File: src/hdl/assert_macros.svh
// assertion macros used by the rtd converter
`ifndef ASSERT_MACROS_SVH
`define ASSERT_MACROS_SVH

// same-cycle implication, checked on every rising clock edge outside reset
`define RTD_ASSERT_IMPL(lbl, ante, cons) \
   lbl: assert property (@(posedge clock) disable iff (reset) (ante) |-> (cons)) \
      else $error("rtd assertion failed");

// next-cycle implication
`define RTD_ASSERT_NEXT(lbl, ante, cons) \
   lbl: assert property (@(posedge clock) disable iff (reset) (ante) |=> (cons)) \
      else $error("rtd assertion failed");

`endif

File: src/hdl/rtdtc_pkg.sv
// types, codes and the pt1000 table of the rtd temperature converter
package rtdtc_pkg;

   typedef enum logic [2:0] {
      ST_OK        = 3'd0,
      ST_REF_RANGE = 3'd1,
      ST_ADC_LOW   = 3'd2,
      ST_ADC_HIGH  = 3'd3,
      ST_DIV_MODE  = 3'd4,
      ST_UNDER     = 3'd5,
      ST_OVER      = 3'd6,
      ST_CONV_MODE = 3'd7
   } status_type;

   localparam logic [1:0] DIV_PULL_DOWN = 2'd0;
   localparam logic [1:0] DIV_PULL_UP   = 2'd1;
   localparam logic [1:0] CONV_TABLE    = 2'd0;
   localparam logic [1:0] CONV_LINEAR   = 2'd1;

   localparam logic [2:0] REG_REF_OHMS  = 3'd0;
   localparam logic [2:0] REG_DIV_MODE  = 3'd1;
   localparam logic [2:0] REG_CONV_MODE = 3'd2;
   localparam logic [2:0] REG_REF_MIN   = 3'd3;
   localparam logic [2:0] REG_REF_MAX   = 3'd4;
   localparam logic [2:0] REG_SENS_MIN  = 3'd5;
   localparam logic [2:0] REG_SENS_MAX  = 3'd6;

   // resistance in 1/16 ohm, saturated; anything above 16*65535 is over range anyway
   localparam int R_W = 21;
   localparam logic [R_W-1:0] R_ZERO_C = 21'd16000;
   localparam logic [14:0] LIN_MAG_MAX = 15'd24000;
   localparam logic [7:0] LIN_SCALE = 8'd250;
   localparam logic [6:0] LIN_ROUND = 7'd76;
   localparam logic [10:0] LIN_DIV = 11'd152;

   localparam logic signed [15:0] ERR_TEMP = -16'sd1000;
   localparam logic signed [15:0] TEMP_MAX = 16'sd32767;

   localparam int TABLE_POINTS = 20;
   localparam int IDX_W = $clog2(TABLE_POINTS + 1);
   localparam int TAB_IDX_W = $clog2(TABLE_POINTS);

   localparam logic [10:0] TAB_OHMS [TABLE_POINTS] = '{
      11'd924, 11'd962, 11'd1000, 11'd1038, 11'd1076, 11'd1095, 11'd1114, 11'd1152,
      11'd1190, 11'd1228, 11'd1266, 11'd1304, 11'd1342, 11'd1380, 11'd1419, 11'd1457,
      11'd1495, 11'd1533, 11'd1571, 11'd1609};
   localparam logic signed [15:0] TAB_CENTI [TABLE_POINTS] = '{
      -16'sd2000, -16'sd1000, 16'sd0, 16'sd1000, 16'sd2000, 16'sd2500, 16'sd3000,
      16'sd4000, 16'sd5000, 16'sd6000, 16'sd7000, 16'sd8000, 16'sd9000, 16'sd10000,
      16'sd11000, 16'sd12000, 16'sd13000, 16'sd14000, 16'sd15000, 16'sd16000};

   // second divider: numerator, divisor and quotient widths
   localparam int N2_W = 23;
   localparam int D2_W = 11;
   localparam int Q2_W = 16;

   typedef struct packed {
      status_type        status;
      logic              direct;
      logic              lin;
      logic              neg;
      logic signed [15:0] base;
   } side_type;

endpackage

File: src/hdl/rtdtc_div.sv
// pipelined restoring divider, one quotient bit per stage, sideband carried along
module rtdtc_div #(
   parameter int NUM_W = 33,
   parameter int DEN_W = 12,
   parameter int QUO_W = 32,
   parameter int SB_W  = 3
) (
   input  logic             clock,
   input  logic             reset,
   input  logic             in_valid,
   input  logic [NUM_W-1:0] in_num,
   input  logic [DEN_W-1:0] in_den,
   input  logic [SB_W-1:0]  in_sb,
   output logic             out_valid,
   output logic [QUO_W-1:0] out_quo,
   output logic [SB_W-1:0]  out_sb
);

   // numerator must be below den << QUO_W for the quotient to fit
   logic             valid_ff [QUO_W];
   logic [DEN_W-1:0] rem_ff   [QUO_W];
   logic [QUO_W-1:0] bits_ff  [QUO_W];
   logic [DEN_W-1:0] den_ff   [QUO_W];
   logic [SB_W-1:0]  sb_ff    [QUO_W];

   genvar k;
   generate
      for (k = 0; k < QUO_W; k++) begin : g_stage
         logic             valid_in;
         logic [DEN_W-1:0] rem_in;
         logic [QUO_W-1:0] bits_in;
         logic [DEN_W-1:0] den_in;
         logic [SB_W-1:0]  sb_in;
         logic [DEN_W:0]   trial;
         logic [DEN_W:0]   diff;
         logic             ge;

         if (k == 0) begin : g_first
            assign valid_in = in_valid;
            assign rem_in   = DEN_W'(in_num[NUM_W-1:QUO_W]);
            assign bits_in  = in_num[QUO_W-1:0];
            assign den_in   = in_den;
            assign sb_in    = in_sb;
         end else begin : g_next
            assign valid_in = valid_ff[k-1];
            assign rem_in   = rem_ff[k-1];
            assign bits_in  = bits_ff[k-1];
            assign den_in   = den_ff[k-1];
            assign sb_in    = sb_ff[k-1];
         end

         assign trial = {rem_in, bits_in[QUO_W-1]};
         assign diff  = trial - {1'b0, den_in};
         assign ge    = (trial >= {1'b0, den_in});

         always_ff @(posedge clock) begin
            if (reset) begin
               valid_ff[k] <= 1'b0;
            end else begin
               valid_ff[k] <= valid_in;
            end
         end

         always_ff @(posedge clock) begin
            rem_ff[k]  <= ge ? diff[DEN_W-1:0] : trial[DEN_W-1:0];
            bits_ff[k] <= {bits_in[QUO_W-2:0], ge};
            den_ff[k]  <= den_in;
            sb_ff[k]   <= sb_in;
         end
      end
   endgenerate

   assign out_valid = valid_ff[QUO_W-1];
   assign out_quo   = bits_ff[QUO_W-1];
   assign out_sb    = sb_ff[QUO_W-1];

endmodule

File: src/hdl/rtd_divider_temperature_convert.sv
// pt1000 divider reading to temperature, fully pipelined
// path from accepted word to rsp_valid: stage a, the bit-per-stage resistance divider,
// stages b and c, the 16-stage interpolation divider and the stage d output register
// throughput: one word per cycle, busy is low except while reset is high
// reset: synchronous active high, clears the pipeline valids and loads register defaults
// results come out with a one-cycle rsp_valid strobe and cannot be held off
module rtd_divider_temperature_convert #(
   parameter int ADC_BITS = 12
) (
   input  logic                 clock,
   input  logic                 reset,
   input  logic                 start,
   output logic                 busy,
   input  logic [ADC_BITS-1:0]  req_adc_raw,
   output logic                 rsp_valid,
   output logic signed [15:0]   rsp_temperature_centi,
   output logic [2:0]           rsp_status,
   input  logic                 csr_we,
   input  logic [2:0]           csr_index,
   input  logic [15:0]          csr_wdata
);

   `include "assert_macros.svh"

   localparam logic [ADC_BITS-1:0] ADC_FS = {ADC_BITS{1'b1}};
   localparam logic [ADC_BITS-1:0] ADC_LOW_LIM = ADC_BITS'(10);
   localparam logic [ADC_BITS-1:0] ADC_HIGH_LIM = ADC_FS - ADC_BITS'(10);
   localparam int PROD_W = 16 + ADC_BITS;
   localparam int Q1_W = PROD_W + 4;
   localparam int R_W = rtdtc_pkg::R_W;
   localparam int SB2_W = $bits(rtdtc_pkg::side_type);

   // configuration registers
   logic [15:0] ref_ohms_ff, ref_min_ff, ref_max_ff, sens_min_ff, sens_max_ff;
   logic [1:0]  div_mode_ff, conv_mode_ff;

   always_ff @(posedge clock) begin
      if (reset) begin
         ref_ohms_ff  <= 16'd1000;
         div_mode_ff  <= rtdtc_pkg::DIV_PULL_DOWN;
         conv_mode_ff <= rtdtc_pkg::CONV_TABLE;
         ref_min_ff   <= 16'd100;
         ref_max_ff   <= 16'd65535;
         sens_min_ff  <= 16'd800;
         sens_max_ff  <= 16'd1700;
      end else if (csr_we) begin
         case (csr_index)
            rtdtc_pkg::REG_REF_OHMS:  ref_ohms_ff  <= csr_wdata;
            rtdtc_pkg::REG_DIV_MODE:  div_mode_ff  <= csr_wdata[1:0];
            rtdtc_pkg::REG_CONV_MODE: conv_mode_ff <= csr_wdata[1:0];
            rtdtc_pkg::REG_REF_MIN:   ref_min_ff   <= csr_wdata;
            rtdtc_pkg::REG_REF_MAX:   ref_max_ff   <= csr_wdata;
            rtdtc_pkg::REG_SENS_MIN:  sens_min_ff  <= csr_wdata;
            rtdtc_pkg::REG_SENS_MAX:  sens_max_ff  <= csr_wdata;
            default: ;
         endcase
      end
   end

   // every cycle outside reset is open for a new word
   assign busy = reset;

   // ---------------------------------------------------------------
   // stage a: front checks, pick divider legs, ref * leg product
   // ---------------------------------------------------------------
   logic                  accept;
   rtdtc_pkg::status_type status_a_in;
   logic [ADC_BITS-1:0]   leg_num, leg_den;

   logic                  valid_a_ff;
   rtdtc_pkg::status_type status_a_ff;
   logic [PROD_W-1:0]     prod_a_ff;
   logic [ADC_BITS-1:0]   den_a_ff;

   assign accept = start && !busy;

   always_comb begin
      status_a_in = rtdtc_pkg::ST_OK;
      if (ref_ohms_ff < ref_min_ff || ref_ohms_ff > ref_max_ff) begin
         status_a_in = rtdtc_pkg::ST_REF_RANGE;
      end else if (div_mode_ff == rtdtc_pkg::DIV_PULL_DOWN) begin
         if (req_adc_raw <= ADC_LOW_LIM) status_a_in = rtdtc_pkg::ST_ADC_LOW;
      end else if (div_mode_ff == rtdtc_pkg::DIV_PULL_UP) begin
         if (req_adc_raw >= ADC_HIGH_LIM) status_a_in = rtdtc_pkg::ST_ADC_HIGH;
      end else begin
         status_a_in = rtdtc_pkg::ST_DIV_MODE;
      end
      // pull-down: R = ref*(fs-adc)/adc, pull-up: R = ref*adc/(fs-adc)
      if (div_mode_ff == rtdtc_pkg::DIV_PULL_DOWN) begin
         leg_num = ADC_FS - req_adc_raw;
         leg_den = req_adc_raw;
      end else begin
         leg_num = req_adc_raw;
         leg_den = ADC_FS - req_adc_raw;
      end
   end

   always_ff @(posedge clock) begin
      if (reset) begin
         valid_a_ff <= 1'b0;
      end else begin
         valid_a_ff <= accept;
      end
   end

   always_ff @(posedge clock) begin
      status_a_ff <= status_a_in;
      prod_a_ff   <= PROD_W'(ref_ohms_ff) * PROD_W'(leg_num);
      den_a_ff    <= leg_den;
   end

   // ---------------------------------------------------------------
   // resistance divider, R16 = 16*ref*leg / den
   // ---------------------------------------------------------------
   logic             valid_q1;
   logic [Q1_W-1:0]  quo_q1;
   logic [2:0]       sb_q1;

   rtdtc_div #(
      .NUM_W (Q1_W + 1),
      .DEN_W (ADC_BITS),
      .QUO_W (Q1_W),
      .SB_W  (3)
   ) u_res_div (
      .clock     (clock),
      .reset     (reset),
      .in_valid  (valid_a_ff),
      .in_num    ({1'b0, prod_a_ff, 4'b0000}),
      .in_den    (den_a_ff),
      .in_sb     (status_a_ff),
      .out_valid (valid_q1),
      .out_quo   (quo_q1),
      .out_sb    (sb_q1)
   );

   // ---------------------------------------------------------------
   // stage b: limits, table segment search, linear magnitude
   // ---------------------------------------------------------------
   logic [R_W-1:0]                r_sat;
   rtdtc_pkg::status_type         status_b_in;
   logic [rtdtc_pkg::IDX_W-1:0]   idx_b_in;
   logic [R_W:0]                  lin_diff;
   logic                          neg_b_in;
   logic [14:0]                   mag_b_in;

   logic                          valid_b_ff;
   rtdtc_pkg::status_type         status_b_ff;
   logic [R_W-1:0]                r_b_ff;
   logic [rtdtc_pkg::IDX_W-1:0]   idx_b_ff;
   logic                          neg_b_ff;
   logic [14:0]                   mag_b_ff;

   always_comb begin
      r_sat = (|quo_q1[Q1_W-1:R_W]) ? {R_W{1'b1}} : quo_q1[R_W-1:0];

      status_b_in = rtdtc_pkg::status_type'(sb_q1);
      if (status_b_in == rtdtc_pkg::ST_OK) begin
         if (r_sat < R_W'({sens_min_ff, 4'b0000})) begin
            status_b_in = rtdtc_pkg::ST_UNDER;
         end else if (r_sat > R_W'({sens_max_ff, 4'b0000})) begin
            status_b_in = rtdtc_pkg::ST_OVER;
         end else if (conv_mode_ff != rtdtc_pkg::CONV_TABLE &&
                      conv_mode_ff != rtdtc_pkg::CONV_LINEAR) begin
            status_b_in = rtdtc_pkg::ST_CONV_MODE;
         end
      end

      // count of table points at or below R = index of first point above R
      idx_b_in = '0;
      for (int j = 0; j < rtdtc_pkg::TABLE_POINTS; j++) begin
         if (r_sat >= R_W'({rtdtc_pkg::TAB_OHMS[j], 4'b0000})) begin
            idx_b_in = rtdtc_pkg::IDX_W'(j + 1);
         end
      end

      neg_b_in = (r_sat < rtdtc_pkg::R_ZERO_C);
      if (neg_b_in) begin
         lin_diff = {1'b0, rtdtc_pkg::R_ZERO_C - r_sat};
      end else begin
         lin_diff = {1'b0, r_sat - rtdtc_pkg::R_ZERO_C};
      end
      // anything past this magnitude saturates high anyway
      if (lin_diff > (R_W + 1)'(rtdtc_pkg::LIN_MAG_MAX)) begin
         mag_b_in = rtdtc_pkg::LIN_MAG_MAX;
      end else begin
         mag_b_in = lin_diff[14:0];
      end
   end

   always_ff @(posedge clock) begin
      if (reset) begin
         valid_b_ff <= 1'b0;
      end else begin
         valid_b_ff <= valid_q1;
      end
   end

   always_ff @(posedge clock) begin
      status_b_ff <= status_b_in;
      r_b_ff      <= r_sat;
      idx_b_ff    <= idx_b_in;
      neg_b_ff    <= neg_b_in;
      mag_b_ff    <= mag_b_in;
   end

   // ---------------------------------------------------------------
   // stage c: interpolation or line numerator and divisor
   // ---------------------------------------------------------------
   logic [rtdtc_pkg::TAB_IDX_W-1:0] seg_lo, seg_hi;
   logic [10:0]                     lo_ohms, hi_ohms;
   logic signed [15:0]              lo_centi, hi_centi;
   logic [R_W-1:0]                  off_full;
   logic [9:0]                      off;
   logic [9:0]                      dt;
   logic [9:0]                      den16;
   logic [rtdtc_pkg::N2_W-1:0]      tab_num, lin_num;
   rtdtc_pkg::side_type             side_c_in;
   logic [rtdtc_pkg::N2_W-1:0]      num_c_in;
   logic [rtdtc_pkg::D2_W-1:0]      den_c_in;

   logic                            valid_c_ff;
   rtdtc_pkg::side_type             side_c_ff;
   logic [rtdtc_pkg::N2_W-1:0]      num_c_ff;
   logic [rtdtc_pkg::D2_W-1:0]      den_c_ff;

   always_comb begin
      // segment between entry idx-1 and idx, only used when inside the table
      seg_hi = (idx_b_ff == rtdtc_pkg::IDX_W'(rtdtc_pkg::TABLE_POINTS) || idx_b_ff == '0)
               ? rtdtc_pkg::TAB_IDX_W'(1) : idx_b_ff[rtdtc_pkg::TAB_IDX_W-1:0];
      seg_lo = seg_hi - rtdtc_pkg::TAB_IDX_W'(1);
      lo_ohms  = rtdtc_pkg::TAB_OHMS[seg_lo];
      hi_ohms  = rtdtc_pkg::TAB_OHMS[seg_hi];
      lo_centi = rtdtc_pkg::TAB_CENTI[seg_lo];
      hi_centi = rtdtc_pkg::TAB_CENTI[seg_hi];

      off_full = r_b_ff - R_W'({lo_ohms, 4'b0000});
      off      = off_full[9:0];
      dt       = 10'(hi_centi - lo_centi);
      den16    = {6'(hi_ohms - lo_ohms), 4'b0000};

      // rounding to nearest: (2*num + den) / (2*den)
      tab_num = rtdtc_pkg::N2_W'({20'(dt) * 20'(off), 1'b0}) + rtdtc_pkg::N2_W'(den16);
      lin_num = rtdtc_pkg::N2_W'(mag_b_ff) * rtdtc_pkg::N2_W'(rtdtc_pkg::LIN_SCALE)
                + rtdtc_pkg::N2_W'(rtdtc_pkg::LIN_ROUND);

      side_c_in.status = status_b_ff;
      side_c_in.neg    = neg_b_ff;
      side_c_in.lin    = (conv_mode_ff == rtdtc_pkg::CONV_LINEAR);
      if (idx_b_ff == '0) begin
         side_c_in.direct = 1'b1;
         side_c_in.base   = rtdtc_pkg::TAB_CENTI[0];
      end else if (idx_b_ff == rtdtc_pkg::IDX_W'(rtdtc_pkg::TABLE_POINTS)) begin
         side_c_in.direct = 1'b1;
         side_c_in.base   = rtdtc_pkg::TAB_CENTI[rtdtc_pkg::TABLE_POINTS-1];
      end else begin
         side_c_in.direct = 1'b0;
         side_c_in.base   = lo_centi;
      end

      if (side_c_in.lin) begin
         num_c_in = lin_num;
         den_c_in = rtdtc_pkg::LIN_DIV;
      end else begin
         num_c_in = tab_num;
         den_c_in = {den16, 1'b0};
      end
   end

   always_ff @(posedge clock) begin
      if (reset) begin
         valid_c_ff <= 1'b0;
      end else begin
         valid_c_ff <= valid_b_ff;
      end
   end

   always_ff @(posedge clock) begin
      side_c_ff <= side_c_in;
      num_c_ff  <= num_c_in;
      den_c_ff  <= den_c_in;
   end

   // ---------------------------------------------------------------
   // interpolation / line divider
   // ---------------------------------------------------------------
   logic                        valid_q2;
   logic [rtdtc_pkg::Q2_W-1:0]  quo_q2;
   logic [SB2_W-1:0]            sb_q2;
   rtdtc_pkg::side_type         side_q2;

   rtdtc_div #(
      .NUM_W (rtdtc_pkg::N2_W),
      .DEN_W (rtdtc_pkg::D2_W),
      .QUO_W (rtdtc_pkg::Q2_W),
      .SB_W  (SB2_W)
   ) u_interp_div (
      .clock     (clock),
      .reset     (reset),
      .in_valid  (valid_c_ff),
      .in_num    (num_c_ff),
      .in_den    (den_c_ff),
      .in_sb     (side_c_ff),
      .out_valid (valid_q2),
      .out_quo   (quo_q2),
      .out_sb    (sb_q2)
   );

   assign side_q2 = rtdtc_pkg::side_type'(sb_q2);

   // ---------------------------------------------------------------
   // stage d: final temperature and output word register
   // ---------------------------------------------------------------
   logic signed [15:0] temp_d_in;
   logic               rsp_valid_ff;
   logic signed [15:0] rsp_temp_ff;
   logic [2:0]         rsp_status_ff;

   always_comb begin
      if (side_q2.status != rtdtc_pkg::ST_OK) begin
         temp_d_in = rtdtc_pkg::ERR_TEMP;
      end else if (side_q2.lin) begin
         if (side_q2.neg) begin
            temp_d_in = -$signed(quo_q2);
         end else if (quo_q2 > rtdtc_pkg::TEMP_MAX) begin
            temp_d_in = rtdtc_pkg::TEMP_MAX;
         end else begin
            temp_d_in = $signed(quo_q2);
         end
      end else if (side_q2.direct) begin
         temp_d_in = side_q2.base;
      end else begin
         temp_d_in = side_q2.base + $signed(quo_q2);
      end
   end

   always_ff @(posedge clock) begin
      if (reset) begin
         rsp_valid_ff <= 1'b0;
      end else begin
         rsp_valid_ff <= valid_q2;
      end
   end

   always_ff @(posedge clock) begin
      rsp_temp_ff   <= temp_d_in;
      rsp_status_ff <= side_q2.status;
   end

   assign rsp_valid             = rsp_valid_ff;
   assign rsp_temperature_centi = rsp_temp_ff;
   assign rsp_status            = rsp_status_ff;

   // terms for the checks below
   logic rsp_err, rsp_table_ok, temp_in_span;

   assign rsp_err      = rsp_valid && rsp_status != rtdtc_pkg::ST_OK;
   assign rsp_table_ok = rsp_valid && rsp_status == rtdtc_pkg::ST_OK &&
                         conv_mode_ff == rtdtc_pkg::CONV_TABLE;
   assign temp_in_span = rsp_temperature_centi >= -16'sd2000 &&
                         rsp_temperature_centi <= 16'sd16000;

   // every error reports the fixed error temperature
   `RTD_ASSERT_IMPL(a_err_temp, rsp_err, rsp_temperature_centi == rtdtc_pkg::ERR_TEMP)
   // table mode stays between the table's end points
   `RTD_ASSERT_IMPL(a_table_span, rsp_table_ok, temp_in_span)
   // an accepted word enters the pipeline
   `RTD_ASSERT_NEXT(a_enter, start && !busy, valid_a_ff)

endmodule

File: config.mk
export PLATFORM = sky130hd
export DESIGN_NAME = rtd_divider_temperature_convert
export DESIGN_NICKNAME = d
export VERILOG_FILES = /design/src/hdl/rtdtc_pkg.sv /design/src/hdl/rtdtc_div.sv /design/src/hdl/rtd_divider_temperature_convert.sv
export VERILOG_INCLUDE_DIRS = /design/src /design/src/hdl
export SDC_FILE = /design/constraint.sdc
export NUM_CORES = 2
export LEC_CHECK = 0
export BUFFER_PORTS_ARGS = -buffer_cell sky130_fd_sc_hd__buf_2
export CAP_MARGIN = 30
export CORE_MARGIN = 2
export CORE_UTILIZATION = 63
export DETAILED_ROUTE_END_ITERATION = 10
export GPL_TIMING_DRIVEN = 0
export PLACE_DENSITY = 0.82
export SLEW_MARGIN = 20
export SYNTH_ARGS = -nofsm -noshare
export SYNTH_HDL_FRONTEND = slang
export SYNTH_SLANG_ARGS = --single-unit
export TNS_END_PERCENT = 100
File: constraint.sdc
create_clock -name clock -period 11.6 [get_ports clock]
set_input_delay 2.32 -clock clock [delete_from_list [all_inputs] [get_ports clock]]
set_output_delay 2.32 -clock clock [all_outputs]
set_load 0.02 [all_outputs]
; ---- Word-level counts from Yosys, hierarchy flattened
; Memory sizes are Yosys's and may differ from the RTL's. A register that Yosys moved wholly into a read port is not among the register bits.
; Cells that the tools add are included.
[op_classes]
muxes = 147
bitwise = 50
n_addsub = 59
n_mul = 3
n_eq_ne = 10
n_reduce_logical = 21
order_cmp = 79
[ops]
columns = operator, count
row1 = $mux 12, 34
row2 = $ge 13x12->1, 31
row3 = $sub 12x12->12, 31
row4 = $ge 21x15->1 const B, 17
row5 = $ge 12x11->1, 15
row6 = $mux 11, 16
row7 = $sub 11x11->11, 15
row8 = $mux 16, 7
row9 = $mux 5, 16
row10 = $ge 21x14->1 const B, 3
row11 = $mux 1, 53
row12 = $or 1x1->1, 48
row13 = $mux 21, 2
row14 = $mux 3, 10
row15 = $mul 16x12->28, 1
row16 = $mux 6, 4
row17 = $add 23x7->23 const B, 1
row18 = $mux 23, 1
row19 = $add 21x10->22, 1
row20 = $gt 22x15->1 const B, 1
row21 = $mul 15x7->22 const B, 1
row22 = $gt 21x20->1, 1
row23 = $lt 21x14->1 const B, 1
row24 = $lt 21x20->1, 1
row25 = other kinds (40), 58
[totals]
in_bits = 35
output_inout_bits = 21
rom_bits = 1728
register_bits = 238
ram_bits = 2896
memories = 14
wordCells = 412
[memory_table]
columns = name, words, word_bits, rd, rd_ports_with_merged_regs, write_ports, line
row1 = u_res_div.bits_ff, 32, 32, 32, 0, 32, rtdtc_div.sv:22  ; logic [QUO_W-1:0] bits_ff [QUO_W];
row2 = (no name shown), 32, 16, 1, 0, 0, rtd_divider_temperature_convert.sv:234  ; hi_centi = rtdtc_pkg::TAB_CENTI[seg_hi];
row3 = (no name shown), 32, 16, 1, 0, 0, rtd_divider_temperature_convert.sv:233  ; lo_centi = rtdtc_pkg::TAB_CENTI[seg_lo];
row4 = u_res_div.den_ff, 32, 12, 31, 0, 32, rtdtc_div.sv:23  ; logic [DEN_W-1:0] den_ff [QUO_W];
row5 = u_res_div.rem_ff, 32, 12, 31, 0, 32, rtdtc_div.sv:21  ; logic [DEN_W-1:0] rem_ff [QUO_W];
row6 = (no name shown), 32, 11, 1, 0, 0, rtd_divider_temperature_convert.sv:232  ; hi_ohms = rtdtc_pkg::TAB_OHMS[seg_hi];
row7 = 8 more memories, -, -, -, -, -, -

; ---- Depth between registers and ports, before layout
; An unclocked memory read counts as a cell.
[depth]
ltp_word = 23
ltp_mapped = 42
ltp_nobuf = 39

; ---- Hierarchy
; Synthesis repeated with hierarchy kept, for this count alone.
[unflattened]
cells_unflattened = 10251
hier_area_um2 = 116742.0
[modules_own_cells]
columns = mod, n_inst, seq_area_each_um2, cells_each, area_per_inst_um2
row1 = rtdtc_div at u_res_div, 1, 37956.4, 4800, 62134.6
row2 = rtdtc_div at u_interp_div, 1, 19098.3, 2428, 29589.6
row3 = rtd_divider_temperature_convert, 1, 4624.4, 3023, 25017.7

; ---- Worst setup path before layout
; OpenSTA, ideal clock, no wires.
[synth_path]
path_kind = reg-to-reg
from = register idx_b_ff[2] (netlist bit)
to = register num_c_ff[20] (netlist bit)
slack_ns = 2.207
stages_incl_launch_ff = 39
synth_period_minus_slack_ns = 9.393
arrival_ns = 9.266
setup_time_ns = 0.127
t_required_ns = 11.473
n_path_buf = 6
cell_sequence = dfxtp_1 -> clkbuf_1 -> clkbuf_1 -> clkbuf_1 -> nand2_1 -> ha_1 -> clkbuf_1 -> clkbuf_1 -> clkbuf_1 -> xor2_1 -> a22oi_1 -> o22ai_1 -> ha_1 -> o21ai_0 -> nand2b_1 -> a21o_1 -> a21o_1 -> a21o_1 -> (+3 left out) -> fa_1 -> inv_1 -> fa_1 -> inv_1 -> fa_1 -> inv_1 -> fa_1 -> ha_1 -> ha_1 -> or3_1 -> or3_1 -> a2111oi_0 -> o21bai_1 -> a2111oi_4 -> nand3_2 -> nor4_2 -> xnor2_1 -> o21ai_1
[synth_via]
elab_chain_len = 12
word_cells_on_any_way = 25
classes_between = 5 x add/sub / 1 x mul / 1 x eq/ne / 10 x mux / 2 x bitwise / 2 x reduce/logical / 4 x memory
[synth_lines]
columns = element, line
row1 = "start, declared", rtd_divider_temperature_convert.sv:149  ; logic [rtdtc_pkg::IDX_W-1:0] idx_b_ff;
row2 = "start signal, assigned", rtd_divider_temperature_convert.sv:201  ; idx_b_ff <= idx_b_in;
row3 = $eq 5x5->1 / $logic_not 5->1 (equally long branches), rtd_divider_temperature_convert.sv:228  ; seg_hi = (idx_b_ff == rtdtc_pkg::IDX_W'(rtdtc_pkg::TABLE_POINTS) || idx_b_ff == '0)
row4 = $logic_or 1x1->1, rtd_divider_temperature_convert.sv:228
row5 = $mux 5 *, rtd_divider_temperature_convert.sv:229  ; ? rtdtc_pkg::TAB_IDX_W'(1) : idx_b_ff[rtdtc_pkg::TAB_IDX_W-1:0];
row6 = $sub 5x1->5, rtd_divider_temperature_convert.sv:230  ; seg_lo = seg_hi - rtdtc_pkg::TAB_IDX_W'(1);
row7 = $not 5->6 (implied by the code), "rtd_divider_temperature_convert.sv:231, rtd_divider_temperature_convert.sv:233"
row8 = $mem_v2 32x16 / $mem_v2 32x11 (equally long branches), -
row9 = $mux 16 (implied by the code) / $mux 6 (equally long branches) (2 in a row), "rtd_divider_temperature_convert.sv:233, rtd_divider_temperature_convert.sv:231"
row10 = "$sub 10x10->10, on equally long branches", "rtd_divider_temperature_convert.sv:238, rtd_divider_temperature_convert.sv:236"
row11 = $mul 10x10->20, rtd_divider_temperature_convert.sv:242  ; tab_num = rtdtc_pkg::N2_W'({20'(dt) * 20'(off), 1'b0}) + rtdtc_pkg::N2_W'(den16);
row12 = $add 21x10->22 *, rtd_divider_temperature_convert.sv:242
row13 = $mux 23 *, rtd_divider_temperature_convert.sv:260  ; if (side_c_in.lin) begin
row14 = "via num_c_in, one bit", rtd_divider_temperature_convert.sv:218  ; logic [rtdtc_pkg::N2_W-1:0] num_c_in;
row15 = "end signal, assigned", rtd_divider_temperature_convert.sv:279  ; num_c_ff <= num_c_in;
row16 = "end, declared", rtd_divider_temperature_convert.sv:223  ; logic [rtdtc_pkg::N2_W-1:0] num_c_ff;
; The timed path passes the listed nets; every way through them passes the cells marked *. The select of a mux whose other input is x is not followed.
; A chain may end at the register's enable or synchronous reset.

; ---- Final worst setup path
[layout_path]
from = register idx_b_ff[2] (netlist bit)
to = register num_c_ff[19] (netlist bit)
; Same word-level chain as after synthesis.

==> run summary <==
via count of the routed design: 66.3k
vias in the first global route: 68.8k
Max Fclk: 91.5 MHz
Starting Density: 0.633
first-pass GRT wire length: 345,000 um
type of origin of the critical path: flop
GR Overflow Total: 0
fraction of layout cells with a size suffix above 1: 0.0937
crit share post-route: 0.942
placed wire-length estimate: 151,000 um
Setup Viol. Count Final: 0
Synth area leader: dfxtp_1
YS warnings: 0
post-synth top area share: 0.542
WP buf/inv: 9
Cell Area, Synth: 104,000 um2
total CTS buffers: 280
initial antenna violation count: 3
CP max stage cell: fa_1
height of the die: 411 um
Mapped Cells: 9,466
DIE AREA: 169,000 um2
maximum fanout along the worst path: 10
CP arrival: 11.70 ns
Critical Path Max Stage Delay: 0.50 ns
Avg Inst Size Synth: 11.0 um2
Critical Path RT: 12.38 ns
global router's overall resource usage: 0.252
CP top delay family: adder cells
1st-pass router iterations: 6
IO Count: 56
Wirelength per Cell: 17.5 um
Slew Limit Headroom: 0.302
Max Cap Violations: 0
Fin Setup TNS: 0 ns
fin nets: 10.9k
RSZ-0062 raised after global routing: no
CTS root buf: clkbuf_16
Tmin final: 10.93 ns
Post-synth EDFFs: 0
class of the most critical setup path: flop to flop
worst slew pin tran: 1.04 ns
Area Growth Syn to Fin: 12.0%
top cells by area, synth: dfxtp_1 54%, ha_1 9.3%, fa_1 5.4%
chip width: 411 um
TritonCTS clock tree: yes
CORE AREA: 165,000 um2
post-synthesis sequential area ratio: 0.542
count leader, synth: dfxtp_1
Hold Vio Cnt, Final: 0
status: finished clean
Primary FF master, synth: dfxtp_1
via/cell ratio: 5.43
largest net degree at the start of global routing: 18
H-tree levels: 5
number of distinct standard cells referenced by the synthesized netlist: 96
CTS Hold Bufs: 0
post-CTS sizing: 0
CTS max path bufs: 4
number of synthesized register bits: 2,825
Final Slew Violations: 0
Fill cells: 11.3k
antenna-violating nets left: 0
skew final: 0.0514 ns
drt first-iter violations: 3,879
postcts setup bufs: 0
DRC: 0
Clock transition at path regs: 0.07 ns
Worst-Skew Late Latency: 0.91 ns
min-delay worst type: flop to flop
Port Buffer Count: 54
Clock Sinks: 2,825
num rows: 149
Post-synth top cells: 2,825 x dfxtp_1, 1,054 x inv_1, 774 x ha_1
drt total wl: 213,000 um
Post-Syn Nets: 10.6k
gpl congestion: 0.941
ys async rst share: 0
crit end category: flop
==> per-stage QoR <==
step / hold slack, ns / utilization / setup slack (ns) / std cells / area (um2)
2_1_floorplan: 0.310 / - / 2.21 / 9466 / 104000
6_report: 0.297 / 0.709 / 0.674 / 12200 / 117000
3_5_place_dp: 0.312 / 0.652 / 0.397 / 11700 / 107000
3_3_place_gp: 0.309 / 0.652 / 0.446 / 11700 / 107000
4_1_cts: 0.293 / 0.709 / 0.317 / 12200 / 117000
5_1_grt: 0.300 / 0.709 / 0.0674 / 12200 / 117000
==> sequential cells by signal (all words and copies together), names as in the netlist, 18 cells and up <==
register / count
u_interp_div.sb_ff: 302
u_res_div.rem_ff: 372
u_interp_div.bits_ff: 241
u_res_div.den_ff: 372
u_res_div.bits_ff: 906
u_res_div.valid_ff: 32
u_interp_div.rem_ff: 165
u_res_div.sb_ff: 96
side_c_ff: 18
num_c_ff: 22
u_interp_div.den_ff: 92
prod_a_ff: 28
==> layout make-up <==
cell class / count / area [um2] / area share
antenna: 3 / 7.51 / 0.0000642
buffer: 175 / 668 / 0.00571
clock buffer: 366 / 7830 / 0.0670
clock inverter: 120 / 1630 / 0.0139
inverter: 1057 / 3970 / 0.0339
multi-input combinational: 5409 / 43200 / 0.370
sequential: 2825 / 56600 / 0.484
tap: 2189 / 2740 / 0.0234
timing repair buffer: 58 / 293 / 0.00250
==> worst reg2reg max path, delay by kind of cell (launching register included) <==
family / cells / cell delay, ns
mux: 1 / 0.13
flops: 1 / 0.34
simple gates: 7 / 1.66
xor+xnor: 3 / 0.76
fa+ha+maj: 8 / 3.16
buf+inv: 9 / 2.28
compound gates: 10 / 2.48
==> layout by cell type, fill, tap and decap left out, drive strengths merged, types with 265 or more instances in the layout <==
cell type,synthesis,layout
dfxtp,2825,2825
inv,1055,1072
ha,774,774
nand2,611,611
nor2,537,537
clkbuf,162,530
mux2,340,340
o21ai,334,334
a21oi,330,330
fa,284,284
nor2b,265,265
==> worst paths after layout <==
check                                 start                   endpoint  slack (ns)  cells past startpoint
setup / recovery                idx_b_ff[2]               num_c_ff[19]        0.67                     38
hold / removal    u_interp_div.sb_ff[14][5]  u_interp_div.sb_ff[15][5]        0.30                      0
setup reg to reg                idx_b_ff[2]               num_c_ff[19]        0.67                     38
hold reg to reg   u_interp_div.sb_ff[14][5]  u_interp_div.sb_ff[15][5]        0.30                      0
==> routing by layer <==
layer / up-vias / global-route usage / wire length [um] / share of wire
li1: 32300 / - / - / -
met1: 31700 / 0.289 / 85500 / 0.40
met2: 1713 / 0.461 / 109000 / 0.51
met3: 616 / 0.0402 / 9560 / 0.045
met4: 4 / 0.111 / 8820 / 0.041
met5: - / 0 / 22 / 0.00010
==> cell families (layout without fill, tap and decap cells) <==
group,Yosys count,count (layout),synth area share
simple gates,2132,2132,0.100
buf+inv,1232,1776,0.0444
xor+xnor,354,354,0.0297
other cells,0,3,0
mux,433,433,0.0456
flops,2825,2825,0.542
compound gates,1431,1431,0.0912
fa+ha+maj,1059,1059,0.147
Power is not shown: default switching activity piles up to over one toggle a cycle in this logic, so the estimate is an artifact.
